--- src/design/rotstg_pkg.sv ---
`timescale 1ns / 1ps
// ----------------------------------------------------------------------------
// rotstg_pkg
// Shared types and constants for the rotating equipment stager.
// ----------------------------------------------------------------------------
package rotstg_pkg;

    // Fixed field widths
    localparam int PTR_W       = 6;
    localparam int HOLD_W      = 16;
    localparam int OIU_W       = 6;
    localparam int START_W     = 5;
    localparam int ACTIVE_W    = 6;
    localparam int ACT_W       = 2;
    localparam int IDX_W       = 5;
    localparam int OUT_ON_W    = 32;
    localparam int REQ_W       = 3;
    localparam int CFG_IDX_W   = 2;
    localparam int CFG_DATA_W  = 16;
    localparam int IN_TDATA_W  = 8;
    localparam int OUT_TDATA_W = 48;
    localparam int OUT_PAD_W   = OUT_TDATA_W - (OUT_ON_W + ACTIVE_W + ACT_W + IDX_W);

    // Request bit positions in the input beat
    localparam int REQ_STAGE   = 0;
    localparam int REQ_UNSTAGE = 1;
    localparam int REQ_STOP    = 2;

    // Action codes
    localparam logic [ACT_W-1:0] ACT_NONE    = 2'd0;
    localparam logic [ACT_W-1:0] ACT_STAGE   = 2'd1;
    localparam logic [ACT_W-1:0] ACT_UNSTAGE = 2'd2;
    localparam logic [ACT_W-1:0] ACT_STOP    = 2'd3;

    // Configuration register indexes
    localparam logic [CFG_IDX_W-1:0] CFG_OUTPUTS_IN_USE  = 2'd0;
    localparam logic [CFG_IDX_W-1:0] CFG_STAGE_HOLDOFF   = 2'd1;
    localparam logic [CFG_IDX_W-1:0] CFG_UNSTAGE_HOLDOFF = 2'd2;
    localparam logic [CFG_IDX_W-1:0] CFG_START_POSITION  = 2'd3;

    // Controller states
    typedef enum logic [2:0] {
        ST_IDLE,
        ST_EVAL,
        ST_REDUCE,
        ST_SCAN,
        ST_FINISH
    } state_t;

    // Controller to datapath
    typedef struct packed {
        logic accept;
        logic eval;
        logic reduce;
        logic scan;
        logic finish;
    } cmd_t;

    // Datapath to controller
    typedef struct packed {
        logic need_search;
        logic reduce_done;
        logic scan_end;
    } stat_t;

endpackage

--- src/design/rotstg_ctrl.sv ---
`timescale 1ns / 1ps
// ----------------------------------------------------------------------------
// rotstg_ctrl
// Tick sequencer: evaluate, reduce the start pointer, scan, deliver result.
// ----------------------------------------------------------------------------
module rotstg_ctrl (
    input  logic              clk,
    input  logic              rst_n,
    input  logic              in_valid,
    output logic              in_ready,
    output logic              out_valid,
    input  logic              out_ready,
    input  rotstg_pkg::stat_t stat,
    output rotstg_pkg::cmd_t  cmd
);

    rotstg_pkg::state_t state_reg;
    rotstg_pkg::state_t state_next;
    logic               out_valid_reg;
    logic               out_valid_next;
    logic               out_free;

    assign out_free = !out_valid_reg || out_ready;

    // Next state
    always_comb
    begin
        state_next = state_reg;
        unique case (state_reg)
            rotstg_pkg::ST_IDLE:
            begin
                if (in_valid)
                    state_next = rotstg_pkg::ST_EVAL;
            end
            rotstg_pkg::ST_EVAL:
            begin
                if (stat.need_search)
                    state_next = rotstg_pkg::ST_REDUCE;
                else
                    state_next = rotstg_pkg::ST_FINISH;
            end
            rotstg_pkg::ST_REDUCE:
            begin
                if (stat.reduce_done)
                    state_next = rotstg_pkg::ST_SCAN;
            end
            rotstg_pkg::ST_SCAN:
            begin
                if (stat.scan_end)
                    state_next = rotstg_pkg::ST_FINISH;
            end
            rotstg_pkg::ST_FINISH:
            begin
                if (out_free)
                    state_next = rotstg_pkg::ST_IDLE;
            end
            default:
            begin
                state_next = rotstg_pkg::ST_IDLE;
            end
        endcase
    end

    // Commands
    always_comb
    begin
        cmd        = '0;
        in_ready   = 1'b0;
        unique case (state_reg)
            rotstg_pkg::ST_IDLE:
            begin
                in_ready   = 1'b1;
                cmd.accept = in_valid;
            end
            rotstg_pkg::ST_EVAL:
            begin
                cmd.eval = 1'b1;
            end
            rotstg_pkg::ST_REDUCE:
            begin
                cmd.reduce = !stat.reduce_done;
            end
            rotstg_pkg::ST_SCAN:
            begin
                cmd.scan = 1'b1;
            end
            rotstg_pkg::ST_FINISH:
            begin
                cmd.finish = out_free;
            end
            default:
            begin
                cmd = '0;
            end
        endcase
    end

    // Output beat valid: set on load, drop when taken
    always_comb
    begin
        out_valid_next = out_valid_reg;
        if (cmd.finish)
            out_valid_next = 1'b1;
        else if (out_ready)
            out_valid_next = 1'b0;
    end

    assign out_valid = out_valid_reg;

    always_ff @(posedge clk or negedge rst_n)
    begin
        if (!rst_n)
        begin
            state_reg     <= rotstg_pkg::ST_IDLE;
            out_valid_reg <= 1'b0;
        end
        else
        begin
            state_reg     <= state_next;
            out_valid_reg <= out_valid_next;
        end
    end

endmodule

--- src/design/rotstg_datapath.sv ---
`timescale 1ns / 1ps
// ----------------------------------------------------------------------------
// rotstg_datapath
// Configuration, on bits, hold-off counters, pointers and round-robin scan.
// ----------------------------------------------------------------------------
module rotstg_datapath #(
    parameter int MAX_OUTPUTS = 32
) (
    input  logic                                 clk,
    input  logic                                 rst_n,
    input  logic                                 cfg_we,
    input  logic [rotstg_pkg::CFG_IDX_W-1:0]     cfg_index,
    input  logic [rotstg_pkg::CFG_DATA_W-1:0]    cfg_data,
    input  logic [rotstg_pkg::REQ_W-1:0]         in_req,
    input  rotstg_pkg::cmd_t                     cmd,
    output rotstg_pkg::stat_t                    stat,
    output logic [rotstg_pkg::OUT_TDATA_W-1:0]   out_data
);

    localparam int IW = $clog2(MAX_OUTPUTS);
    localparam int CW = $clog2(MAX_OUTPUTS + 1);
    localparam int SW = (CW > rotstg_pkg::PTR_W) ? CW : rotstg_pkg::PTR_W;

    logic [rotstg_pkg::OIU_W-1:0]     oiu_reg, oiu_next;
    logic [rotstg_pkg::HOLD_W-1:0]    stage_hold_reg, stage_hold_next;
    logic [rotstg_pkg::HOLD_W-1:0]    unstage_hold_reg, unstage_hold_next;
    logic [MAX_OUTPUTS-1:0]           on_bits_reg, on_bits_next;
    logic [rotstg_pkg::HOLD_W-1:0]    stage_wait_reg, stage_wait_next;
    logic [rotstg_pkg::HOLD_W-1:0]    unstage_wait_reg, unstage_wait_next;
    logic [rotstg_pkg::PTR_W-1:0]     stage_ptr_reg, stage_ptr_next;
    logic [rotstg_pkg::PTR_W-1:0]     unstage_ptr_reg, unstage_ptr_next;
    logic [rotstg_pkg::ACTIVE_W-1:0]  active_reg, active_next;
    logic [rotstg_pkg::REQ_W-1:0]     req_reg, req_next;
    logic                             want_reg, want_next;
    logic [SW-1:0]                    cur_reg, cur_next;
    logic [CW-1:0]                    cnt_reg, cnt_next;
    logic [rotstg_pkg::ACT_W-1:0]     act_reg, act_next;
    logic [rotstg_pkg::IDX_W-1:0]     idx_reg, idx_next;
    logic [rotstg_pkg::OUT_TDATA_W-1:0] out_data_reg, out_data_next;

    logic [CW-1:0]                    n_eff;
    logic [rotstg_pkg::HOLD_W-1:0]    sw_dec;
    logic [rotstg_pkg::HOLD_W-1:0]    uw_dec;
    logic                             do_stage;
    logic                             do_unstage;
    logic                             hit;
    logic                             last;
    logic [SW-1:0]                    cur_inc;
    logic [63:0]                      on_wide;

    // Effective output count, clamped to 1..MAX_OUTPUTS
    always_comb
    begin
        if (oiu_reg == '0)
            n_eff = CW'(1);
        else if (32'(oiu_reg) > 32'(MAX_OUTPUTS))
            n_eff = CW'(MAX_OUTPUTS);
        else
            n_eff = CW'(oiu_reg);
    end

    assign sw_dec = stage_wait_reg - rotstg_pkg::HOLD_W'(stage_wait_reg != '0);
    assign uw_dec = unstage_wait_reg - rotstg_pkg::HOLD_W'(unstage_wait_reg != '0);

    assign do_stage   = !req_reg[rotstg_pkg::REQ_STOP] && req_reg[rotstg_pkg::REQ_STAGE]
                        && (sw_dec == '0);
    assign do_unstage = !req_reg[rotstg_pkg::REQ_STOP] && !req_reg[rotstg_pkg::REQ_STAGE]
                        && req_reg[rotstg_pkg::REQ_UNSTAGE] && (uw_dec == '0);

    assign hit     = (on_bits_reg[cur_reg[IW-1:0]] == want_reg);
    assign last    = (cnt_reg == n_eff - CW'(1));
    assign cur_inc = cur_reg + SW'(1);
    assign on_wide = 64'(on_bits_reg);

    assign stat.need_search = do_stage || do_unstage;
    assign stat.reduce_done = (cur_reg < SW'(n_eff));
    assign stat.scan_end    = hit || last;

    always_comb
    begin
        oiu_next          = oiu_reg;
        stage_hold_next   = stage_hold_reg;
        unstage_hold_next = unstage_hold_reg;
        on_bits_next      = on_bits_reg;
        stage_wait_next   = stage_wait_reg;
        unstage_wait_next = unstage_wait_reg;
        stage_ptr_next    = stage_ptr_reg;
        unstage_ptr_next  = unstage_ptr_reg;
        active_next       = active_reg;
        req_next          = req_reg;
        want_next         = want_reg;
        cur_next          = cur_reg;
        cnt_next          = cnt_reg;
        act_next          = act_reg;
        idx_next          = idx_reg;
        out_data_next     = out_data_reg;

        // Register writes
        if (cfg_we)
        begin
            unique case (cfg_index)
                rotstg_pkg::CFG_OUTPUTS_IN_USE:
                    oiu_next = cfg_data[rotstg_pkg::OIU_W-1:0];
                rotstg_pkg::CFG_STAGE_HOLDOFF:
                    stage_hold_next = cfg_data;
                rotstg_pkg::CFG_UNSTAGE_HOLDOFF:
                    unstage_hold_next = cfg_data;
                rotstg_pkg::CFG_START_POSITION:
                begin
                    stage_ptr_next   = rotstg_pkg::PTR_W'(cfg_data[rotstg_pkg::START_W-1:0]);
                    unstage_ptr_next = rotstg_pkg::PTR_W'(cfg_data[rotstg_pkg::START_W-1:0]);
                end
                default:
                begin
                    oiu_next = oiu_reg;
                end
            endcase
        end

        // Capture the requests of the beat
        if (cmd.accept)
            req_next = in_req;

        // Count down hold-offs and settle stop or pick a search
        if (cmd.eval)
        begin
            stage_wait_next   = sw_dec;
            unstage_wait_next = uw_dec;
            act_next          = rotstg_pkg::ACT_NONE;
            idx_next          = '0;
            cnt_next          = '0;
            want_next         = do_unstage;
            cur_next          = do_stage ? SW'(stage_ptr_reg) : SW'(unstage_ptr_reg);
            if (req_reg[rotstg_pkg::REQ_STOP])
            begin
                if (on_bits_reg != '0)
                    unstage_wait_next = unstage_hold_reg;
                on_bits_next = '0;
                active_next  = '0;
                act_next     = rotstg_pkg::ACT_STOP;
            end
        end

        // Bring the start pointer below the output count
        if (cmd.reduce)
            cur_next = cur_reg - SW'(n_eff);

        // Step the round-robin scan one output
        if (cmd.scan)
        begin
            if (hit)
            begin
                on_bits_next[cur_reg[IW-1:0]] = !want_reg;
                idx_next = cur_reg[rotstg_pkg::IDX_W-1:0];
                if (want_reg)
                begin
                    unstage_wait_next = unstage_hold_reg;
                    unstage_ptr_next  = cur_inc[rotstg_pkg::PTR_W-1:0];
                    active_next       = active_reg - rotstg_pkg::ACTIVE_W'(1);
                    act_next          = rotstg_pkg::ACT_UNSTAGE;
                end
                else
                begin
                    stage_wait_next = stage_hold_reg;
                    stage_ptr_next  = cur_inc[rotstg_pkg::PTR_W-1:0];
                    active_next     = active_reg + rotstg_pkg::ACTIVE_W'(1);
                    act_next        = rotstg_pkg::ACT_STAGE;
                end
            end
            else
            begin
                cnt_next = cnt_reg + CW'(1);
                cur_next = (cur_inc == SW'(n_eff)) ? '0 : cur_inc;
            end
        end

        // Load the result beat
        if (cmd.finish)
            out_data_next = {{rotstg_pkg::OUT_PAD_W{1'b0}}, idx_reg, act_reg, active_reg,
                             on_wide[rotstg_pkg::OUT_ON_W-1:0]};
    end

    always_ff @(posedge clk or negedge rst_n)
    begin
        if (!rst_n)
        begin
            oiu_reg          <= rotstg_pkg::OIU_W'(1);
            stage_hold_reg   <= '0;
            unstage_hold_reg <= '0;
            on_bits_reg      <= '0;
            stage_wait_reg   <= '0;
            unstage_wait_reg <= '0;
            stage_ptr_reg    <= '0;
            unstage_ptr_reg  <= '0;
            active_reg       <= '0;
        end
        else
        begin
            oiu_reg          <= oiu_next;
            stage_hold_reg   <= stage_hold_next;
            unstage_hold_reg <= unstage_hold_next;
            on_bits_reg      <= on_bits_next;
            stage_wait_reg   <= stage_wait_next;
            unstage_wait_reg <= unstage_wait_next;
            stage_ptr_reg    <= stage_ptr_next;
            unstage_ptr_reg  <= unstage_ptr_next;
            active_reg       <= active_next;
        end
    end

    // Working and result payload
    always_ff @(posedge clk)
    begin
        req_reg      <= req_next;
        want_reg     <= want_next;
        cur_reg      <= cur_next;
        cnt_reg      <= cnt_next;
        act_reg      <= act_next;
        idx_reg      <= idx_next;
        out_data_reg <= out_data_next;
    end

    assign out_data = out_data_reg;

endmodule

--- src/design/rotating_equipment_stager_top.sv ---
`timescale 1ns / 1ps
// Sequence: a tick with no search (stop, hold-off running, no request) goes from the input beat
// through evaluate and finish to the result beat; a search adds the reduce state, which takes the
// outputs in use off the pointer until it is below them, and a scan of at most the outputs in use.
// Throughput: one tick at a time; next beat is taken the cycle after the result loads.
// Reset: all outputs off, hold-offs and pointers zero, one output in use.
// ----------------------------------------------------------------------------
// rotating_equipment_stager_top
// Lead/lag round-robin staging of on/off equipment outputs, one tick per beat.
// ----------------------------------------------------------------------------
module rotating_equipment_stager_top #(
    parameter int MAX_OUTPUTS = 32
) (
    input  logic                                clk,
    input  logic                                rst_n,
    // Configuration write port
    input  logic                                cfg_we,
    input  logic [rotstg_pkg::CFG_IDX_W-1:0]    cfg_index,
    input  logic [rotstg_pkg::CFG_DATA_W-1:0]   cfg_data,
    // Tick input
    input  logic                                s_axis_tvalid,
    output logic                                s_axis_tready,
    // [0] stage_request, [1] unstage_request, [2] stop_request, [7:3] zero
    input  logic [rotstg_pkg::IN_TDATA_W-1:0]   s_axis_tdata,
    // Result output
    output logic                                m_axis_tvalid,
    input  logic                                m_axis_tready,
    // [31:0] outputs_on, [37:32] active_count, [39:38] action_taken,
    // [44:40] changed_index, [47:45] zero
    output logic [rotstg_pkg::OUT_TDATA_W-1:0]  m_axis_tdata
);

    rotstg_pkg::cmd_t  cmd;
    rotstg_pkg::stat_t stat;

    rotstg_ctrl u_ctrl (
        .clk       (clk),
        .rst_n     (rst_n),
        .in_valid  (s_axis_tvalid),
        .in_ready  (s_axis_tready),
        .out_valid (m_axis_tvalid),
        .out_ready (m_axis_tready),
        .stat      (stat),
        .cmd       (cmd)
    );

    rotstg_datapath #(
        .MAX_OUTPUTS (MAX_OUTPUTS)
    ) u_datapath (
        .clk       (clk),
        .rst_n     (rst_n),
        .cfg_we    (cfg_we),
        .cfg_index (cfg_index),
        .cfg_data  (cfg_data),
        .in_req    (s_axis_tdata[rotstg_pkg::REQ_W-1:0]),
        .cmd       (cmd),
        .stat      (stat),
        .out_data  (m_axis_tdata)
    );

`ifndef SYNTH
    // One tick in flight: no new beat right after one is taken
    a_one_in_flight: assert property (@(posedge clk) disable iff (!rst_n)
        (s_axis_tvalid && s_axis_tready) |=> !s_axis_tready)
        else $error("input taken while a tick is in flight");

    // Result loads only into a free output slot
    a_load_free: assert property (@(posedge clk) disable iff (!rst_n)
        cmd.finish |-> (!m_axis_tvalid || m_axis_tready))
        else $error("result overwrote a pending beat");

    // Loaded result is presented next cycle
    a_load_valid: assert property (@(posedge clk) disable iff (!rst_n)
        cmd.finish |=> m_axis_tvalid)
        else $error("loaded result not presented");

    // A stop result shows everything off
    a_stop_clear: assert property (@(posedge clk) disable iff (!rst_n)
        (m_axis_tvalid && (m_axis_tdata[39:38] == rotstg_pkg::ACT_STOP))
        |-> (m_axis_tdata[37:0] == '0))
        else $error("stop result with outputs still on");
`endif

endmodule
--- config.mk ---
export PLATFORM = sky130hd
export DESIGN_NAME = rotating_equipment_stager_top
export DESIGN_NICKNAME = d
export VERILOG_FILES = /design/src/design/rotstg_pkg.sv /design/src/design/rotstg_ctrl.sv /design/src/design/rotstg_datapath.sv /design/src/design/rotating_equipment_stager_top.sv
export SDC_FILE = /design/constraint.sdc
export NUM_CORES = 1
export LEC_CHECK = 0
export CAP_MARGIN = 0
export CORE_UTILIZATION = 45
export DETAILED_ROUTE_END_ITERATION = 16
export DONT_BUFFER_PORTS = 1
export PLACE_DENSITY = 0.71
export SLEW_MARGIN = 20
export SYNTH_ARGS = -nofsm -noshare
export SYNTH_HDL_FRONTEND = slang
export SYNTH_HIERARCHICAL = 1
export SYNTH_SLANG_ARGS = --single-unit
--- constraint.sdc ---
create_clock -name clk -period 6.6 [get_ports clk]
set_input_delay 0 -clock clk [delete_from_list [all_inputs] [get_ports clk]]
set_output_delay 0 -clock clk [all_outputs]
set_load 0.1 [all_outputs]
==> results_dict.tcl, run 1 <==
set metrics [dict create \
    total_power_mw 4.78 \
    grt_pass1_vias 6994 \
    cap_violations 0 \
    r2r-end "u_datapath/cur_reg[2]" \
    ff2ff_path_depth 13 \
    period_needed_ns 4.25 \
    wl_um 22600 \
    min_from "cfg_index[1]" \
    rows 53 \
    drv_slew 0 \
    finClkSkew_ns 0.0155 \
    final-hold-violation-count 0 \
    grt_antenna_before_repair 0 \
    place.gp.congestion 0.876 \
    p_leak_nw 4.58 \
    ys_warn_count 6 \
    final_cell_mix "dfrtp_1, a21oi_1, nand2_1" \
    final_nets 1005 \
    power_density_nw_per_um2 436 \
    endpoint_kind "flip-flop" \
    fmax_mhz 235 \
    reg2reg_slack_ns 2.35 \
    synth-edff-count 49 \
    gr-usage-all-layers_pct 21.0 \
    startpoint_type "flip-flop" \
    dpl_worst_slack_ns 2.39 \
    slowest_stage "a2111oi_4" \
    r2r-start "u_datapath/stage_wait_reg[8]" \
    clk_path_buf_depth 2 \
    worst_slew_pin_slew_ns 1.04 \
    placedInstanceArea_um2 10000 \
    vias 7314 \
    numCtsBuffers 17 \
    mostFrequentLayoutCell "dfrtp_1" \
    hold_class "primary input to flip-flop" \
    largest_reg_flops 45 \
    fin_ws_ns 2.35 \
    clk_latency_ns 0.43 \
    synthesis.area_um2 9820 \
    pin_count 81 \
    worstPathCellList "or3_1, or3_1, nor2_1, nand3_1, ha_1, ha_1, or3b_2, nor4_4, a21oi_2, a2111oi_4, mux2i_1, a211oi_1, o22a_1" \
    fp.dieArea_um2 22400 \
    synthToLayoutAreaGrowth_pct 11.7 \
    max_stage_delay_ns 0.77 \
    via_per_inst 5.90 \
    start_util_pct 46.3 \
    relSlewSlack_pct 30.6 \
    die_w_um 150 \
    min_to "u_datapath/stage_ptr_reg[5]" \
    portBuffers 0 \
    drt_iter0_markers 502 \
    hold_ws_ns 0.127 \
    cp.arrival_ns 4.58 \
    worstHoldPathCells 3 \
    htree_levels 4 \
    root_buffer "clkbuf_16" \
    cts_sinks 192 \
    critPathBufInv 0 \
    finalSetupViolations 0 \
    synthFlopType "dfrtp_1" \
    cts_tree "built" \
    grt_pass1_wl_um 37100 \
    core_um2 21200 \
    synthArstFlopShare_pct 64.6 \
    synthCells 952 \
    clk_pin_slew_ns 0.08 \
    rsz0062_at_grt "false" \
    remaining_drc_errors 0 \
    hpwl_um 14900 \
    num_antenna_cells 0 \
    die-height_um 150 \
    overflow 0 \
    ys_seq_area_share_pct 50.5 \
    grt_max_degree 125 \
    ant_nets 0 \
    avgRoutedWirePerCell_um 18.2 \
    crit_required_ns 6.93 \
    placed_cells 1181 \
    cp_max_fo 7 \
    final_cell_count_no_fill 1240 \
    tns_ns 0 \
    synth-seq-cells 192 \
    status "finished, final reports clean" \
    critPathKind "flip-flop to flip-flop" \
    fin_crit_sh_pct 64.4 \
    yosysUniqueCellTypes 71 \
    finish.utilization_pct 51.7 \
    postLayoutCellArea_um2 11000 \
    critical-path-top-delay-family "simple AND/OR/NAND/NOR gates" \
    drt-pass1-iter-count 5 \
    syn_area_per_cell_um2 10.3 \
    final_layout_size_suffix_gt1_share_pct 10.2 \
    post_cts_buffers 0 \
    irDropWorstVdd_mv 0.263 \
]
-- worst min-delay path: stages --
cell and delay, ns:
nand3_1 0.33, nand3_1 0.12, o21ai_0 0.07
-- Yosys cell counts, types with 7 or more instances --
cell,n,area (um2)
dfrtp_1,123,3080
a21oi_1,76,380
nand2_1,75,282
mux2i_1,61,611
nand3_1,57,285
nor2_1,54,203
edfxtp_1,49,1470
clkbuf_1,44,165
mux2_2,39,439
inv_1,38,143
xnor2_1,28,245
o21ai_0,24,120
o22ai_1,24,150
nor4_1,21,131
ha_1,20,250
dfxtp_1,19,380
nor3_1,19,95.1
o21ai_1,16,80.1
xor2_1,13,114
a211oi_1,11,82.6
nand2b_1,10,62.6
o31ai_1,8,60.1
and3_1,7,43.8
nand4_1,7,43.8
or3_1,7,43.8
-- how the worst max path moves through the flow --
stage	start	to	slack, ns	depth (start not counted)
final	u_datapath/stage_wait_reg[8]	u_datapath/cur_reg[2]	2.35	13
after CTS	u_datapath/stage_wait_reg[8]	u_datapath/cur_reg[3]	2.36	13
after global placement	u_datapath/stage_wait_reg[10]	u_datapath/cur_reg[2]	2.42	13
after global routing	u_datapath/stage_wait_reg[8]	u_datapath/cur_reg[3]	2.10	13
after floorplan	u_datapath/stage_wait_reg[8]	u_datapath/cur_reg[5]	2.84	13
after detailed placement	u_datapath/stage_wait_reg[8]	u_datapath/cur_reg[2]	2.39	13
-- kinds of logic after synthesis --
kind of cell	after synthesis	synth area share [%]
compound gates	198	12.4
flops	192	50.5
other cells	1	0.0382
xor+xnor	41	3.66
fa+ha+maj	22	2.96
mux	100	10.7
simple gates	300	15.7
buf+inv	98	4.18
-- power by group --
group,switching [mW],internal [mW]
clock,0.506,0.620
sequential,0.809,1.51
combinational,0.796,0.536
-- what timing repair did --
item | CTS | global route
resized for setup | 0 | 0
endpoints found under the hold margin | 181 | 0
setup endpoints to repair | 0 | 0
hold buffers | 27 | 0
-- metal layers --
metal / global-route usage, % / part of all wire [%] / vias to the layer above
met5: 0 / 0 / -
met4: 5.71 / 0.89 / 0
met3: 3.35 / 4.9 / 12
met2: 33.0 / 47 / 216
met1: 30.2 / 47 / 3650
li1: - / - / 3436
-- layout make-up --
cell class / instances / area [um2]
clock inverter: 15 / 223
sequential: 192 / 4960
timing repair buffer: 37 / 363
inverter: 40 / 150
tap: 275 / 344
clock buffer: 17 / 425
multi-input combinational: 664 / 4510
fill: 1914 / 10300
No activity file was read; power rests on OpenSTA's default activity.
==> inputs of run 2 (changes only) <==
--- a/config.mk
+++ b/config.mk
@@ -5,11 +5,12 @@
 export SDC_FILE = /design/constraint.sdc
 export NUM_CORES = 1
 export LEC_CHECK = 0
+export ABC_AREA = 1
 export CAP_MARGIN = 0
 export CORE_UTILIZATION = 45
 export DETAILED_ROUTE_END_ITERATION = 16
 export DONT_BUFFER_PORTS = 1
-export PLACE_DENSITY = 0.71
+export PLACE_DENSITY = 0.73
 export SLEW_MARGIN = 20
 export SYNTH_ARGS = -nofsm -noshare
 export SYNTH_HDL_FRONTEND = slang
==> constraint.sdc (replaced) <==
create_clock -name clk -period 3.85 [get_ports clk]
set_input_delay 0 -clock clk [delete_from_list [all_inputs] [get_ports clk]]
set_output_delay 0 -clock clk [all_outputs]
set_load 0.1 [all_outputs]
==> run 2 against run 1 <==
Final cell count grew 27%. First-iteration DRC count up 19%. Cell area is 3.8% higher. Synthesized area rose by 5.7%. Hold slack got worse by 0.076 ns. Combinational power increased by 110%. Maximum frequency is 23% higher. Critical path depth is 5 higher. Clock skew is 0.0029 ns lower.
==> results_dict.tcl, run 2 <==
set metrics [dict create \
    fillers 2100 \
    critPathKind "flip-flop to flip-flop" \
    final_layout_size_suffix_gt1_share_pct 6.58 \
    post_synth_xor_area_fraction_pct 3.21 \
    start_util_pct 45.9 \
    hold_class "primary input to flip-flop" \
    ys_warn_count 6 \
    hold_ws_ns 0.0515 \
    cp.arrival_ns 3.80 \
    clk_latency_ns 0.44 \
    place.gp.congestion 0.911 \
    status "finished, final reports clean" \
    synthSimpleGateAreaFrac_pct 23.1 \
    largest_reg_flops 45 \
    placedInstanceArea_um2 10500 \
    final_nets 1331 \
    yosys.area.top_type "dfrtp_1" \
    remaining_drc_errors 0 \
    drt-pass1-iter-count 5 \
    synth_compound_area_share_pct 14.9 \
    final_cell_mix "nand2_1, o21ai_0, inv_1" \
    synthFlopType "dfrtp_1" \
    ys_seq_area_share_pct 47.7 \
    via_per_inst 5.52 \
    avgRoutedWirePerCell_um 15.7 \
    synthToLayoutAreaGrowth_pct 9.70 \
    grt_pass1_wl_um 41000 \
    worst_slew_pin_slew_ns 1.07 \
    final-hold-violation-count 0 \
    tns_ns 0 \
    synth-seq-cells 192 \
    vias 8696 \
    relSlewSlack_pct 28.4 \
    rows 55 \
    cp_max_fo 8 \
    synth_fa_ha_area_share_pct 2.80 \
    yosys-top-cells-area "dfrtp_1, edfxtp_1, nand2_1" \
    synthCells 1282 \
    synthesis.area_um2 10400 \
    numCtsBuffers 17 \
    fin_crit_sh_pct 89.9 \
    synthMuxAreaShare_pct 0 \
    irDropWorstVdd_mv 0.411 \
    clk_pin_slew_ns 0.08 \
    gr-usage-all-layers_pct 21.8 \
    cts_tree "built" \
    syn_area_per_cell_um2 8.10 \
    wl_um 24800 \
    synthArstFlopShare_pct 64.6 \
    endpoint_kind "flip-flop" \
    finalSetupViolations 0 \
    synth-edff-count 49 \
    fmax_mhz 289 \
    postLayoutCellArea_um2 11400 \
    yosysUniqueCellTypes 44 \
    ant_nets 0 \
    drt_iter0_markers 599 \
    cts_sinks 192 \
    post_cts_buffers 0 \
    startpoint_type "flip-flop" \
    netlist.area_leader.share_pct 29.6 \
    cap_violations 0 \
    portBuffers 0 \
    die_w_um 154 \
    root_buffer "clkbuf_16" \
    ff2ff_path_depth 18 \
    synth_top_family_by_area "simple AND/OR/NAND/NOR gates" \
    num_antenna_cells 0 \
    p_leak_nw 5.11 \
    fp.dieArea_um2 23700 \
    mostFrequentLayoutCell "nand2_1" \
    clk_path_buf_depth 2 \
    placed_cells 1517 \
    crit_required_ns 4.18 \
    overflow 0 \
    htree_levels 4 \
    grt_max_degree 125 \
    core_um2 22600 \
    rsz0062_at_grt "false" \
    die-height_um 154 \
    pin_count 81 \
    grt_antenna_before_repair 0 \
    drv_slew 0 \
    period_needed_ns 3.46 \
    grt_pass1_vias 8243 \
    worstHoldPathCells 3 \
    final_cell_count_no_fill 1576 \
    synth_common_cells "nand2_1, o21ai_0, inv_1" \
    hpwl_um 16600 \
    synth.most_common_cell "nand2_1" \
    power_density_nw_per_um2 705 \
    finClkSkew_ns 0.0126 \
]
## run 2: final timing paths
kind	start	endpoint	slack [ns]
max in group asynchronous	rst_n	u_datapath/on_bits_reg[16]	3.13
min in group asynchronous	rst_n	u_datapath/unstage_wait_reg[15]	0.15
setup reg to reg	u_datapath/stage_wait_reg[4]	u_datapath/cur_reg[1]	0.39
hold reg to reg	u_datapath/on_bits_reg[31]	u_datapath/out_data[31]	0.45
setup / recovery	u_datapath/stage_wait_reg[4]	u_datapath/cur_reg[1]	0.39
hold / removal	cfg_index[1]	u_datapath/oiu_reg[5]	0.05
## run 2: layer usage
layer  track usage (%)  wire, um  share of wire [%]  vias to the layer above
met5                 0         0                  0                        -
met4              10.2       724                2.9                        0
met3              3.24      1360                5.5                       53
met2              36.9     12000                 48                      293
met1              27.6     10700                 43                     4122
li1                  -         -                  -                     4228
## run 2: layout make-up
class | count | area (um2) | share of cell area (%)
clock buffer | 17 | 425 | 3.73
clock inverter | 15 | 170 | 1.49
inverter | 135 | 507 | 4.45
multi-input combinational | 895 | 4600 | 40.4
sequential | 192 | 4960 | 43.5
tap | 285 | 357 | 3.13
timing repair buffer | 37 | 373 | 3.27
## run 2: report_power, final
| group | internal (mW) | total, mW | leakage [nW] | switching (mW) |
|---|---|---|---|---|
| Combinational | 0.863 | 2.74 | 2.58 | 1.88 |
| Clock | 0.976 | 1.80 | 0.290 | 0.820 |
| Sequential | 2.50 | 3.49 | 2.24 | 0.994 |
| Total | 4.33 | 8.03 | 5.11 | 3.69 |
## run 2: kinds of logic (layout without fill, tap and decap cells)
family | after synthesis | after routing
simple gates | 557 | 557
compound gates | 275 | 275
fa+ha+maj | 22 | 22
xor+xnor | 38 | 38
flops | 192 | 192
buf+inv | 197 | 204
other cells | 1 | 3
## run 2: timing repair
item	in CTS	in global routing
endpoints found under the hold margin	182	0
hold buffers	26	0
resized for setup	0	0
## run 2: critical path, cell delays in order (launching register included)
cell and delay, ns:
dfrtp_1 0.42, nor2_1 0.27, nand2_1 0.13, nor4_1 0.27, nand4_1 0.12, ha_1 0.25
ha_1 0.30, nand2_1 0.19, nor2_1 0.10, nand2_1 0.07, nand2_1 0.07, nor2_1 0.14
nand3_1 0.10, nor2_2 0.27, nand2_2 0.20, o21ai_1 0.16, nor2_1 0.07, o21bai_1 0.13
nand2_1 0.08
## run 2: per-stage QoR
| stage | util, % | total power [mW] | worst slack, ns |
|---|---|---|---|
| after CTS | 50.2 | 8.01 | 0.447 |
| after global placement | 46.3 | 6.10 | 0.610 |
| final | 50.3 | 8.03 | 0.387 |
| after detailed placement | 46.3 | 6.15 | 0.516 |
| after floorplan | - | 5.61 | 1.13 |
| after global routing | 50.3 | 8.50 | 0.0915 |
